`config.mk`:
```
export PLATFORM = sky130hd
export DESIGN_NAME = double_ended_queue_core
export DESIGN_NICKNAME = d
export VERILOG_FILES = /design/src/deq_pkg.sv /design/src/deq_ram.sv /design/src/deq_ctrl.sv /design/src/deq_dp.sv /design/src/double_ended_queue_core.sv
export VERILOG_INCLUDE_DIRS = /design/src /design/src/src
export SDC_FILE = /design/constraint.sdc
export NUM_CORES = 1
export LEC_CHECK = 0
export BUFFER_PORTS_ARGS = -buffer_cell sky130_fd_sc_hd__buf_2
export CORE_MARGIN = 2
export CORE_UTILIZATION = 37
export CTS_BUF_LIST = sky130_fd_sc_hd__clkbuf_4
export DETAILED_ROUTE_END_ITERATION = 10
export PLACE_DENSITY = 0.53
export SYNTH_ARGS = -nofsm -noshare
export SYNTH_HDL_FRONTEND = slang
export SYNTH_SLANG_ARGS = --single-unit
```
`constraint.sdc`:
```
create_clock -name clock -period 15.08 [get_ports clock]
set_clock_uncertainty 0.2 [all_clocks]
set_input_delay 1.508 -clock clock [delete_from_list [all_inputs] [get_ports clock]]
set_output_delay 1.508 -clock clock [all_outputs]
set_load 0.02 [all_outputs]
```
`src/double_ended_queue_core_macros.svh`:
```
// assertion macros used by the deque datapath
// needs a clock named clock and a reset named reset in the calling module
`ifndef DOUBLE_ENDED_QUEUE_CORE_MACROS_SVH
`define DOUBLE_ENDED_QUEUE_CORE_MACROS_SVH

`ifndef SYNTHESIS

`define DEQ_ASSERT_IMPL(label, ante, cons) \
   label: assert property (@(posedge clock) disable iff (reset) (ante) |-> (cons)) \
      else $error("deque assertion failed");

`define DEQ_ASSERT_NEXT(label, ante, cons) \
   label: assert property (@(posedge clock) disable iff (reset) (ante) |=> (cons)) \
      else $error("deque assertion failed");

`else

`define DEQ_ASSERT_IMPL(label, ante, cons)

`define DEQ_ASSERT_NEXT(label, ante, cons)

`endif

`endif

```
`src/deq_pkg.sv`:
```
// shared constants and control types for the double-ended queue
// no dependencies
`timescale 1ns / 1ps

package deq_pkg;

   localparam int DEPTH_DEFAULT = 32;

   localparam int DATA_W      = 32;
   localparam int FUNC_W      = 3;
   localparam int STATUS_W    = 2;
   localparam int REQ_TDATA_W = 40;
   localparam int RSP_TDATA_W = 40;

   localparam logic [FUNC_W-1:0] FUNC_PUSH_FRONT = 3'd0;
   localparam logic [FUNC_W-1:0] FUNC_PUSH_BACK  = 3'd1;
   localparam logic [FUNC_W-1:0] FUNC_POP_FRONT  = 3'd2;
   localparam logic [FUNC_W-1:0] FUNC_POP_BACK   = 3'd3;
   localparam logic [FUNC_W-1:0] FUNC_LIST_FWD   = 3'd4;
   localparam logic [FUNC_W-1:0] FUNC_LIST_BWD   = 3'd5;

   localparam logic [STATUS_W-1:0] STATUS_OK    = 2'd0;
   localparam logic [STATUS_W-1:0] STATUS_EMPTY = 2'd1;
   localparam logic [STATUS_W-1:0] STATUS_FULL  = 2'd2;

   // controller to datapath
   typedef struct packed {
      logic op_valid;    // single-result operation accepted this cycle
      logic list_start;  // non-empty listing accepted this cycle
      logic list_issue;  // read the next listed entry
   } cmd_type;

   // datapath to controller
   typedef struct packed {
      logic empty;
      logic out_free;    // output register can take an item this cycle
      logic rd_busy;     // a listed entry sits in the memory read stage
      logic stage_free;  // the read stage can take a new read this cycle
      logic list_last;   // the next read is the final entry of the listing
   } status_type;

endpackage

```
`src/deq_ram.sv`:
```
// generic single-write, single-read memory with registered read data
// no dependencies
`timescale 1ns / 1ps

module deq_ram #(
   parameter int WIDTH = 32,
   parameter int DEPTH = 32
) (
   input  logic                     clock,
   input  logic                     wr_en,
   input  logic [$clog2(DEPTH)-1:0] wr_addr,
   input  logic [WIDTH-1:0]         wr_data,
   input  logic                     rd_en,
   input  logic [$clog2(DEPTH)-1:0] rd_addr,
   output logic [WIDTH-1:0]         rd_data
);

   logic [WIDTH-1:0] mem_ff [DEPTH];
   logic [WIDTH-1:0] rd_data_ff;

   always_ff @(posedge clock) begin
      if (wr_en) begin
         mem_ff[wr_addr] <= wr_data;
      end
      if (rd_en) begin
         rd_data_ff <= mem_ff[rd_addr];
      end
   end

   assign rd_data = rd_data_ff;

endmodule

```
`src/deq_ctrl.sv`:
```
// deque controller: accepts items, decodes the operation, sequences listings
// depends on deq_pkg
`timescale 1ns / 1ps

module deq_ctrl (
   input  logic                         clock,
   input  logic                         reset,
   input  logic                         req_tvalid,
   output logic                         req_tready,
   input  logic [deq_pkg::FUNC_W-1:0]   func,
   input  deq_pkg::status_type          status,
   output deq_pkg::cmd_type             cmd
);

   typedef enum logic {
      ST_IDLE,
      ST_LIST
   } state_type;

   state_type state_ff;
   state_type state_in;
   logic      accept;

   assign req_tready = (state_ff == ST_IDLE) && status.out_free && !status.rd_busy;
   assign accept     = req_tvalid && req_tready;

   always_comb begin
      state_in       = state_ff;
      cmd.op_valid   = 1'b0;
      cmd.list_start = 1'b0;
      cmd.list_issue = 1'b0;
      case (state_ff)
         ST_IDLE: begin
            if (accept) begin
               case (func)
                  deq_pkg::FUNC_PUSH_FRONT,
                  deq_pkg::FUNC_PUSH_BACK,
                  deq_pkg::FUNC_POP_FRONT,
                  deq_pkg::FUNC_POP_BACK: begin
                     cmd.op_valid = 1'b1;
                  end
                  deq_pkg::FUNC_LIST_FWD,
                  deq_pkg::FUNC_LIST_BWD: begin
                     // empty listing answers like a single operation
                     if (status.empty) begin
                        cmd.op_valid = 1'b1;
                     end else begin
                        cmd.list_start = 1'b1;
                        state_in       = ST_LIST;
                     end
                  end
                  default: begin
                  end
               endcase
            end
         end
         ST_LIST: begin
            cmd.list_issue = status.stage_free;
            if (status.stage_free && status.list_last) begin
               state_in = ST_IDLE;
            end
         end
         default: begin
            state_in = ST_IDLE;
         end
      endcase
   end

   always_ff @(posedge clock) begin
      if (reset) begin
         state_ff <= ST_IDLE;
      end else begin
         state_ff <= state_in;
      end
   end

endmodule

```
`src/deq_dp.sv`:
```
// deque datapath: ring pointers, entry memory, listing read stage, output register
// depends on deq_pkg, deq_ram and the assertion macro header
`timescale 1ns / 1ps
`include "double_ended_queue_core_macros.svh"

module deq_dp #(
   parameter int DEPTH = deq_pkg::DEPTH_DEFAULT
) (
   input  logic                          clock,
   input  logic                          reset,
   input  logic [deq_pkg::FUNC_W-1:0]    func,
   input  logic [deq_pkg::DATA_W-1:0]    item,
   input  deq_pkg::cmd_type              cmd,
   output deq_pkg::status_type           status,
   output logic                          rsp_valid,
   input  logic                          rsp_ready,
   output logic [deq_pkg::DATA_W-1:0]    rsp_value,
   output logic [deq_pkg::STATUS_W-1:0]  rsp_status,
   output logic                          rsp_last
);

   localparam int AW = $clog2(DEPTH);
   localparam int CW = $clog2(DEPTH + 1);
   localparam int SW = AW + 1;
   localparam logic [SW-1:0] DEPTH_S = SW'(DEPTH);
   localparam logic [CW-1:0] DEPTH_C = CW'(DEPTH);

   logic [AW-1:0] front_ff, front_in;
   logic [CW-1:0] count_ff, count_in;
   logic [AW-1:0] idx_ff, idx_in;
   logic          dir_bwd_ff, dir_bwd_in;
   logic          rd_vld_ff, rd_vld_in;
   logic          rd_last_ff, rd_last_in;

   logic                         rsp_valid_ff, rsp_valid_in;
   logic [deq_pkg::DATA_W-1:0]   rsp_value_ff, rsp_value_in;
   logic [deq_pkg::STATUS_W-1:0] rsp_status_ff, rsp_status_in;
   logic                         rsp_last_ff, rsp_last_in;

   logic                       empty, full;
   logic                       out_free, ram_load, stage_free;
   logic [SW-1:0]              back_sum, list_pos, list_sum;
   logic [AW-1:0]              back_slot, list_slot, front_dec;
   logic                       wr_en;
   logic [AW-1:0]              wr_addr;
   logic [deq_pkg::DATA_W-1:0] rd_data;

   assign empty = (count_ff == '0);
   assign full  = (count_ff == DEPTH_C);

   // ring index arithmetic: sums stay below twice the depth
   assign front_dec = (front_ff == '0) ? AW'(DEPTH - 1) : front_ff - AW'(1);
   assign back_sum  = SW'(front_ff) + SW'(count_ff);
   assign back_slot = (back_sum >= DEPTH_S) ? AW'(back_sum - DEPTH_S) : AW'(back_sum);
   assign list_pos  = dir_bwd_ff ? (SW'(count_ff) - SW'(1) - SW'(idx_ff)) : SW'(idx_ff);
   assign list_sum  = SW'(front_ff) + list_pos;
   assign list_slot = (list_sum >= DEPTH_S) ? AW'(list_sum - DEPTH_S) : AW'(list_sum);

   assign out_free   = !rsp_valid_ff || rsp_ready;
   assign ram_load   = rd_vld_ff && out_free;
   assign stage_free = !rd_vld_ff || ram_load;

   assign status.empty      = empty;
   assign status.out_free   = out_free;
   assign status.rd_busy    = rd_vld_ff;
   assign status.stage_free = stage_free;
   assign status.list_last  = (SW'(idx_ff) == SW'(count_ff) - SW'(1));

   always_comb begin
      front_in      = front_ff;
      count_in      = count_ff;
      wr_en         = 1'b0;
      wr_addr       = back_slot;
      rsp_value_in  = rsp_value_ff;
      rsp_status_in = rsp_status_ff;
      rsp_last_in   = rsp_last_ff;
      rsp_valid_in  = rsp_valid_ff && !rsp_ready;

      if (cmd.op_valid) begin
         rsp_valid_in = 1'b1;
         rsp_last_in  = 1'b1;
         case (func)
            deq_pkg::FUNC_PUSH_FRONT,
            deq_pkg::FUNC_PUSH_BACK: begin
               rsp_value_in = item;
               if (full) begin
                  rsp_status_in = deq_pkg::STATUS_FULL;
               end else begin
                  rsp_status_in = deq_pkg::STATUS_OK;
                  wr_en         = 1'b1;
                  count_in      = count_ff + CW'(1);
                  if (func == deq_pkg::FUNC_PUSH_FRONT) begin
                     front_in = front_dec;
                     wr_addr  = front_dec;
                  end
               end
            end
            deq_pkg::FUNC_POP_FRONT,
            deq_pkg::FUNC_POP_BACK: begin
               rsp_value_in = '0;
               if (empty) begin
                  rsp_status_in = deq_pkg::STATUS_EMPTY;
               end else begin
                  rsp_status_in = deq_pkg::STATUS_OK;
                  count_in      = count_ff - CW'(1);
                  if (func == deq_pkg::FUNC_POP_FRONT) begin
                     front_in = (front_ff == AW'(DEPTH - 1)) ? '0 : front_ff + AW'(1);
                  end
               end
            end
            default: begin
               // listing of an empty queue
               rsp_value_in  = '0;
               rsp_status_in = deq_pkg::STATUS_EMPTY;
            end
         endcase
      end else if (ram_load) begin
         rsp_valid_in  = 1'b1;
         rsp_value_in  = rd_data;
         rsp_status_in = deq_pkg::STATUS_OK;
         rsp_last_in   = rd_last_ff;
      end
   end

   always_comb begin
      idx_in     = idx_ff;
      dir_bwd_in = dir_bwd_ff;
      rd_last_in = rd_last_ff;
      rd_vld_in  = rd_vld_ff && !ram_load;
      if (cmd.list_start) begin
         idx_in     = '0;
         dir_bwd_in = (func == deq_pkg::FUNC_LIST_BWD);
      end else if (cmd.list_issue) begin
         idx_in     = idx_ff + AW'(1);
         rd_vld_in  = 1'b1;
         rd_last_in = status.list_last;
      end
   end

   always_ff @(posedge clock) begin
      if (reset) begin
         front_ff     <= '0;
         count_ff     <= '0;
         rd_vld_ff    <= 1'b0;
         rsp_valid_ff <= 1'b0;
      end else begin
         front_ff     <= front_in;
         count_ff     <= count_in;
         rd_vld_ff    <= rd_vld_in;
         rsp_valid_ff <= rsp_valid_in;
      end
   end

   always_ff @(posedge clock) begin
      idx_ff        <= idx_in;
      dir_bwd_ff    <= dir_bwd_in;
      rd_last_ff    <= rd_last_in;
      rsp_value_ff  <= rsp_value_in;
      rsp_status_ff <= rsp_status_in;
      rsp_last_ff   <= rsp_last_in;
   end

   deq_ram #(
      .WIDTH (deq_pkg::DATA_W),
      .DEPTH (DEPTH)
   ) u_ram (
      .clock   (clock),
      .wr_en   (wr_en),
      .wr_addr (wr_addr),
      .wr_data (item),
      .rd_en   (cmd.list_issue),
      .rd_addr (list_slot),
      .rd_data (rd_data)
   );

   assign rsp_valid  = rsp_valid_ff;
   assign rsp_value  = rsp_value_ff;
   assign rsp_status = rsp_status_ff;
   assign rsp_last   = rsp_last_ff;

   `DEQ_ASSERT_IMPL(a_count_bound, 1'b1, count_ff <= DEPTH_C)
   `DEQ_ASSERT_IMPL(a_no_op_during_read, cmd.op_valid, !rd_vld_ff)
   `DEQ_ASSERT_IMPL(a_issue_nonempty, cmd.list_issue, !empty && stage_free)
   `DEQ_ASSERT_NEXT(a_list_keeps_state, cmd.list_issue, $stable(count_ff) && $stable(front_ff))

endmodule

```
`src/double_ended_queue_core.sv`:
```
// Bounded double-ended queue of signed 32-bit words in a ring buffer of DEPTH
// entries. Push and pop items, and listings of an empty queue, each give one status item.
// A listing of N entries gives N items: once the listing is taken, each entry is read
// through the memory read stage into the output register, one per cycle while the
// receiver keeps up, and the input stays closed until the last entry has left the
// memory read stage; the single read port of the entry memory sets that pace. A new
// input item is taken only while the output register is empty or its item is being
// taken. No clearing pass after reset: only live entries are ever read.
// depends on deq_pkg, deq_ctrl, deq_dp
`timescale 1ns / 1ps

module double_ended_queue_core #(
   parameter int DEPTH = deq_pkg::DEPTH_DEFAULT
) (
   input  logic                              clock,
   input  logic                              reset,
   input  logic                              req_tvalid,
   output logic                              req_tready,
   // func [2:0], item [34:3], zero [39:35]
   input  logic [deq_pkg::REQ_TDATA_W-1:0]   req_tdata,
   output logic                              rsp_tvalid,
   input  logic                              rsp_tready,
   // value [31:0], status [33:32], zero [39:34]
   output logic [deq_pkg::RSP_TDATA_W-1:0]   rsp_tdata,
   output logic                              rsp_tlast
);

   localparam int ITEM_LO = deq_pkg::FUNC_W;
   localparam int PAD_W   = deq_pkg::RSP_TDATA_W - deq_pkg::DATA_W - deq_pkg::STATUS_W;

   deq_pkg::cmd_type                cmd;
   deq_pkg::status_type             status;
   logic [deq_pkg::FUNC_W-1:0]      func;
   logic [deq_pkg::DATA_W-1:0]      item;
   logic [deq_pkg::DATA_W-1:0]      rsp_value;
   logic [deq_pkg::STATUS_W-1:0]    rsp_status;

   assign func = req_tdata[deq_pkg::FUNC_W-1:0];
   assign item = req_tdata[ITEM_LO +: deq_pkg::DATA_W];

   deq_ctrl u_ctrl (
      .clock      (clock),
      .reset      (reset),
      .req_tvalid (req_tvalid),
      .req_tready (req_tready),
      .func       (func),
      .status     (status),
      .cmd        (cmd)
   );

   deq_dp #(
      .DEPTH (DEPTH)
   ) u_dp (
      .clock      (clock),
      .reset      (reset),
      .func       (func),
      .item       (item),
      .cmd        (cmd),
      .status     (status),
      .rsp_valid  (rsp_tvalid),
      .rsp_ready  (rsp_tready),
      .rsp_value  (rsp_value),
      .rsp_status (rsp_status),
      .rsp_last   (rsp_tlast)
   );

   assign rsp_tdata = {{PAD_W{1'b0}}, rsp_status, rsp_value};

endmodule

```
==> impl_metrics.tcl, run 1 <==
set metrics [dict create \
    tightest_slew_ns 1.265 \
    yosysTopAreaCellShare 0.7476 \
    dpl_cell_area_sq_um 46450 \
    synth_cells 1988 \
    max-slew-margin-rel 0.1399 \
    p_sw_mw 2.388 \
    drive_above_1_share 0.3700 \
    cp.arrival_ns 6.32 \
    grt_max_degree 160 \
    ir_worst_vdd_uv 117.4 \
    intPower_mw 5.940 \
    holdWs_ns 0.2849 \
    dpl.hpwl_mm 53.24 \
    antenna_found_initial 8 \
    netlist_area_sq_um 43860 \
    postCtsSetupBuffers 0 \
    grtUsageMet2 0.2906 \
    async_reset_ff_frac 0 \
    yosysWarnings 0 \
    critPathRequiredTime_ns 15.71 \
    cp-start-kind "flip-flop" \
    syn_avg_cell_area_sq_um 22.06 \
    hold_viol 0 \
    final_area_sq_um 50020 \
    clockBufferDepth 4 \
    fmax_mhz 175.9 \
    clock_sinks 1112 \
    insertion_delay_ns 1.12 \
    firstDrtPassIters 5 \
    wl_per_cell_microns 26.37 \
    synth.distinct_cells 63 \
    clkTransAtPathRegs_ns 0.07 \
    synth_flop_cell "edfxtp_1" \
    row_count 126 \
    synth_edf_count 1092 \
    power_switching_share 0.2868 \
    grt_pass1_vias 23330 \
    grt_overflow_total 0 \
    drv_slew 0 \
    grt_use_met1 0.2366 \
    cts_tree "done" \
    die_h_microns 348.3 \
    p_seq_frac 0.420 \
    finalSetupTns_ns 0 \
    die_w_microns 348.3 \
    ios 87 \
    critPathCaptureType "flip-flop" \
    setup_viol 0 \
    ys_ff_latch 1112 \
    grtUsageTotal 0.1782 \
    cts_made_buffers 308 \
    cp_max_fo 159 \
    busiest_layer "met2" \
    layout.nets 2398 \
    coreArea_sq_um 117800 \
    fin_crit_ns 5.684 \
    status "finished clean" \
    rsz0062_at_grt "false" \
    cts_hold_buf 0 \
    htree_levels 5 \
    combPwrFrac 0.276 \
    power_leakage_nw 16.58 \
    floorplan.initialDensity 0.3724 \
    max_cap_violations 0 \
    grt_pass1_wl_mm 155.0 \
    drt-total-wl_mm 106.8 \
    synthToLayoutAreaGrowth_pct 14.05 \
    vias 21650 \
    dieArea_sq_um 121300 \
    portBuffers 75 \
    via_per_inst 5.346 \
    use_met3 0.03981 \
    post_cts_resized 0 \
    fillers 10270 \
    ant_nets 0 \
    p_per_area_nw_per_um2 166.5 \
    drc 0 \
    yosysSeqAreaShare 0.7568 \
    gp_congestion 0.7755 \
    clock_power_share 0.304 \
    synth_top_area_cell "edfxtp_1" \
    drtIter0Drc 1741 \
    fin_crit_sh 0.3769 \
    path_class "reg -> reg" \
    hold_class "reg -> reg" \
    root_buffer "clkbuf_4" \
    synth.area.top_cells "edfxtp_1, mux4_2, mux2i_1, dfxtp_1, mux2_2" \
]
==> worst max-delay path, cell delays in order (launching register included) <==
cell and delay [ns]:
dfxtp_1 0.53, inv_1 0.18, ha_1 0.32, inv_1 0.15
fa_1 0.44, nand2_1 0.07, o21ai_0 0.18, fa_4 1.28
buf_12 0.79, mux4_2 0.42, mux2i_1 0.21, mux2i_1 0.15
mux2_2 0.31
==> power by group through the flow <==
stage / logic (mW) / registers (mW) / clock network [mW]
after floorplan: 1.71 / 3.57 / 0
after global placement: 2.32 / 3.56 / 0
after detailed placement: 2.34 / 3.56 / 0
after CTS: 2.35 / 3.50 / 2.63
after global routing: 2.48 / 3.50 / 2.80
final: 2.30 / 3.50 / 2.54
==> metal layers <==
layer,routed length [microns],vias up
met2,52450,692
met4,1807,0
met3,5968,135
met5,0,-
met1,46560,11590
li1,-,9228
==> stage by stage <==
stage               power, mW  setup WS, ns  cells    util
floorplan               5.285         8.379   1993       -
global placement        5.881         9.269   3558  0.3944
detailed placement      5.905         9.176   3558  0.3944
CTS                     8.476         9.343   4047  0.4247
global route            8.775         9.092   4049  0.4248
finish                  8.328         9.396   4049  0.4248
==> flip-flops by register name (all words and copies together) (netlist names) <==
| register | count |
|---|---|
| u_dp.rd_vld_ff | 1 |
| u_dp.count_ff | 6 |
| u_dp.rd_last_ff | 1 |
| u_dp.rsp_status | 2 |
| u_ctrl.state_ff | 1 |
| u_dp.front_ff | 5 |
| u_dp.idx_ff | 5 |
| u_dp.u_ram.rd_data | 32 |
| u_dp.rsp_value | 32 |
| u_dp.u_ram.mem_ff | 1024 |
| u_dp.dir_bwd_ff | 1 |
| u_dp.rsp_valid | 1 |
| u_dp.rsp_last | 1 |
==> cell type report <==
cell class / count / area (sq um) / area share
Tap cell: 1536 / 1922 / 0.03842
Clock inverter: 60 / 350.3 / 0.007004
Inverter: 13 / 48.80 / 0.0009755
Sequential cell: 1112 / 33190 / 0.6635
Antenna cell: 2 / 5.005 / 0.0001001
Timing Repair Buffer: 141 / 908.4 / 0.01816
Multi-Input combinational cell: 756 / 10380 / 0.2074
Clock buffer: 429 / 3221 / 0.06438
==> cells in the mapped netlist (all sizes together), types with 2 or more instances <==
master / instances
edfxtp: 1092
mux4: 256
mux2i: 200
buf: 69
clkbuf: 43
mux2: 35
a22o: 32
nor4: 27
nor2: 26
dfxtp: 20
a21oi: 19
ha: 19
nor3: 15
xnor2: 14
xor2: 14
inv: 13
nand3: 12
nand2: 10
nor2b: 6
a21o: 5
and3: 5
nor3b: 5
o21ai: 5
a211oi: 3
a21boi: 3
a31oi: 3
fa: 3
nand4: 3
o211ai: 3
o31ai: 3
and2: 2
and4: 2
nand2b: 2
nor4b: 2
or3: 2
==> final timing paths <==
path         slack [ns]                     end              startpoint  depth (start not counted)
max                9.40  u_dp.u_ram.rd_data[18]        u_dp.count_ff[0]                         12
min                0.28      u_dp.rsp_value[18]  u_dp.u_ram.rd_data[18]                          1
max reg2reg        9.40  u_dp.u_ram.rd_data[18]        u_dp.count_ff[0]                         12
min reg2reg        0.28      u_dp.rsp_value[18]  u_dp.u_ram.rd_data[18]                          1
==> cell usage in the layout (no fill, tap or decap), types with 12 or more instances in the layout <==
| cell type | count |
|---|---|
| inv_1 | 13 |
| ha_1 | 18 |
| clkbuf_4 | 429 |
| xnor2_1 | 12 |
| mux2i_1 | 199 |
| buf_4 | 63 |
| mux2_2 | 34 |
| a22o_1 | 32 |
| nor2_1 | 26 |
| buf_2 | 75 |
| clkinv_1 | 40 |
| mux4_2 | 256 |
| nor4_2 | 24 |
| xor2_1 | 13 |
| edfxtp_1 | 1092 |
| a21oi_1 | 19 |
| dfxtp_1 | 20 |
==> logic make-up after synthesis <==
group	Yosys count	synth area share
AO/OA/AOI/OAI	85	0.01435
AND/OR/NAND/NOR	124	0.01669
buffers and inverters	125	0.01321
flip-flops	1112	0.7568
multiplexers	491	0.1862
other	1	0.00008550
adder cells (fa/ha/maj)	22	0.006790
XOR/XNOR	28	0.005934
(Power assumes the default switching activity.)
==> run 2: changes to the inputs <==
==> constraint.sdc (replaced) <==
create_clock -name clock -period 5.3 [get_ports clock]
set_clock_uncertainty 0.2 [all_clocks]
set_input_delay 0.53 -clock clock [delete_from_list [all_inputs] [get_ports clock]]
set_output_delay 0.53 -clock clock [all_outputs]
set_load 0.02 [all_outputs]
==> impl_metrics.tcl, run 2 (synthesis results as in run 1) <==
set metrics [dict create \
    status "finished clean" \
    synthToLayoutAreaGrowth_pct 15.73 \
    final_critical_path_setup_slack_ns 0.4287 \
    rsz0062_at_grt "false" \
    fin_crit_ns 4.871 \
    power_leakage_nw 16.88 \
    cp_cell_sequence "inv_1 > ha_1 > inv_1 > fa_1 > nand2_1 > o21ai_0 > fa_4 > buf_4 > mux4_2 > mux2i_1 > mux2i_1 > mux2_2" \
    clkTransAtPathRegs_ns 0.07 \
    cp_max_fo 29 \
    combPwrFrac 0.285 \
    hold_class "in -> reg" \
    hold_viol 0 \
    ios 87 \
    cts_hold_buf 45 \
    critical_path.max_stage_delay_ns 1.00 \
    insertion_delay_ns 1.17 \
    grt_max_degree 57 \
    grt_pass1_vias 23560 \
    p_per_area_nw_per_um2 468.3 \
    root_buffer "clkbuf_4" \
    setup_viol 0 \
    die_h_microns 348.3 \
    row_count 126 \
    path_buf_inv 3 \
    clockBufferDepth 4 \
    mostFrequentLayoutCells "edfxtp_1, clkbuf_4, mux4_2" \
    drtIter0Drc 1715 \
    intPower_mw 16.98 \
    postCtsSetupBuffers 0 \
    holdWs_ns 0.1889 \
    dp_cells 3588 \
    tightest_slew_ns 1.462 \
    final_cells 4105 \
    via_per_inst 5.308 \
    coreArea_sq_um 117800 \
    floorplan.initialDensity 0.3724 \
    post-route-util 0.4310 \
    fin_crit_sh 0.9191 \
    wl_per_cell_microns 26.53 \
    grt_overflow_total 0 \
    pre_cts_ws_ns 0.4489 \
    antenna_found_initial 4 \
    finalSetupTns_ns 0 \
    dpl_cell_area_sq_um 46880 \
    cp.arrival_ns 5.51 \
    dpl.hpwl_mm 56.88 \
    largest_reg_flops 1024 \
    totalPowerFinal_mw 23.77 \
    critPathRequiredTime_ns 5.93 \
    power_switching_share 0.2857 \
    grt_pass1_wl_mm 157.4 \
    max_cap_violations 0 \
    ant_nets 0 \
    fmax_mhz 205.3 \
    firstDrtPassIters 5 \
    vias 21790 \
    clock_sinks 1112 \
    ir_worst_vdd_uv 399.3 \
    htree_levels 5 \
    drv_slew 0 \
    drt-total-wl_mm 108.9 \
    p_seq_frac 0.419 \
    largest-register "u_dp.u_ram.mem_ff" \
    p_sw_mw 6.790 \
    die_w_microns 348.3 \
    clock_power_share 0.296 \
    cp-start-kind "flip-flop" \
    portBuffers 75 \
    layout.nets 2466 \
    grtUsageTotal 0.1821 \
    fillers 10230 \
    cts_made_buffers 301 \
    final_common_cell "edfxtp_1" \
    critPathCaptureType "flip-flop" \
    dieArea_sq_um 121300 \
    cts_tree "done" \
    critPathTopFamily "adder cells" \
    drive_above_1_share 0.3627 \
    gp_congestion 0.7565 \
    max-slew-margin-rel 0.01224 \
    post_cts_resized 0 \
    drc 0 \
    final_area_sq_um 50760 \
    path_class "reg -> reg" \
    critical-path-slowest-cell "fa_4" \
]
-- run 2: cell count changes in the layout (fill, tap and decap cells not counted), sizes merged --
cell         previous run  this run
dlygate4sd3             0        45
diode                   2         5
bufinv                  4         5
inv                    20        16
clkinvlp                2         1
clkbuf                429       405
clkinv                 47        53
buf                   141       171
-- run 2: layer usage --
metal	routed length, microns	share of wire	global-route usage	vias to the layer above
li1	-	-	-	9350
met2	54910	0.50	0.3056	710
met3	6995	0.064	0.04887	149
met5	0	0	0	-
met1	45160	0.41	0.2315	11580
met4	1827	0.017	0.05451	0
-- run 2: power groups by stage --
stage | Sequential, mW | Combinational [mW] | Clock, mW
finish | 9.95 | 6.78 | 7.04
CTS | 9.95 | 6.93 | 7.28
global route | 9.95 | 7.34 | 7.75
floorplan | 10.2 | 4.88 | 0
detailed placement | 10.1 | 6.88 | 0
global placement | 10.1 | 6.81 | 0
-- run 2: cell type report --
type,instances,area [sq um],share of cell area
diodes,5,12.51,0.0002465
clock buffers,405,3040,0.05990
clock inverters,62,379.1,0.007469
inverters,13,48.80,0.0009613
multi-input cells,756,10370,0.2043
flip-flops and latches,1112,33190,0.6539
well taps,1536,1922,0.03786
repair buffers,216,1797,0.03540
-- run 2: worst min-delay path, cell delays in order --
cell	delay [ns]
dlygate4sd3_1	0.52
buf_2	0.10
nand2b_1	0.19
a31oi_1	0.11
-- run 2: final timing paths --
path	start	to	slack (ns)	depth (start not counted)
worst max-delay path	u_dp.count_ff[0]	u_dp.u_ram.rd_data[10]	0.43	12
worst min-delay path	rsp_tready	u_dp.rsp_valid	0.19	4
worst max register to register	u_dp.count_ff[0]	u_dp.u_ram.rd_data[10]	0.43	12
worst min register to register	u_dp.rsp_last	u_dp.rsp_last	0.29	2
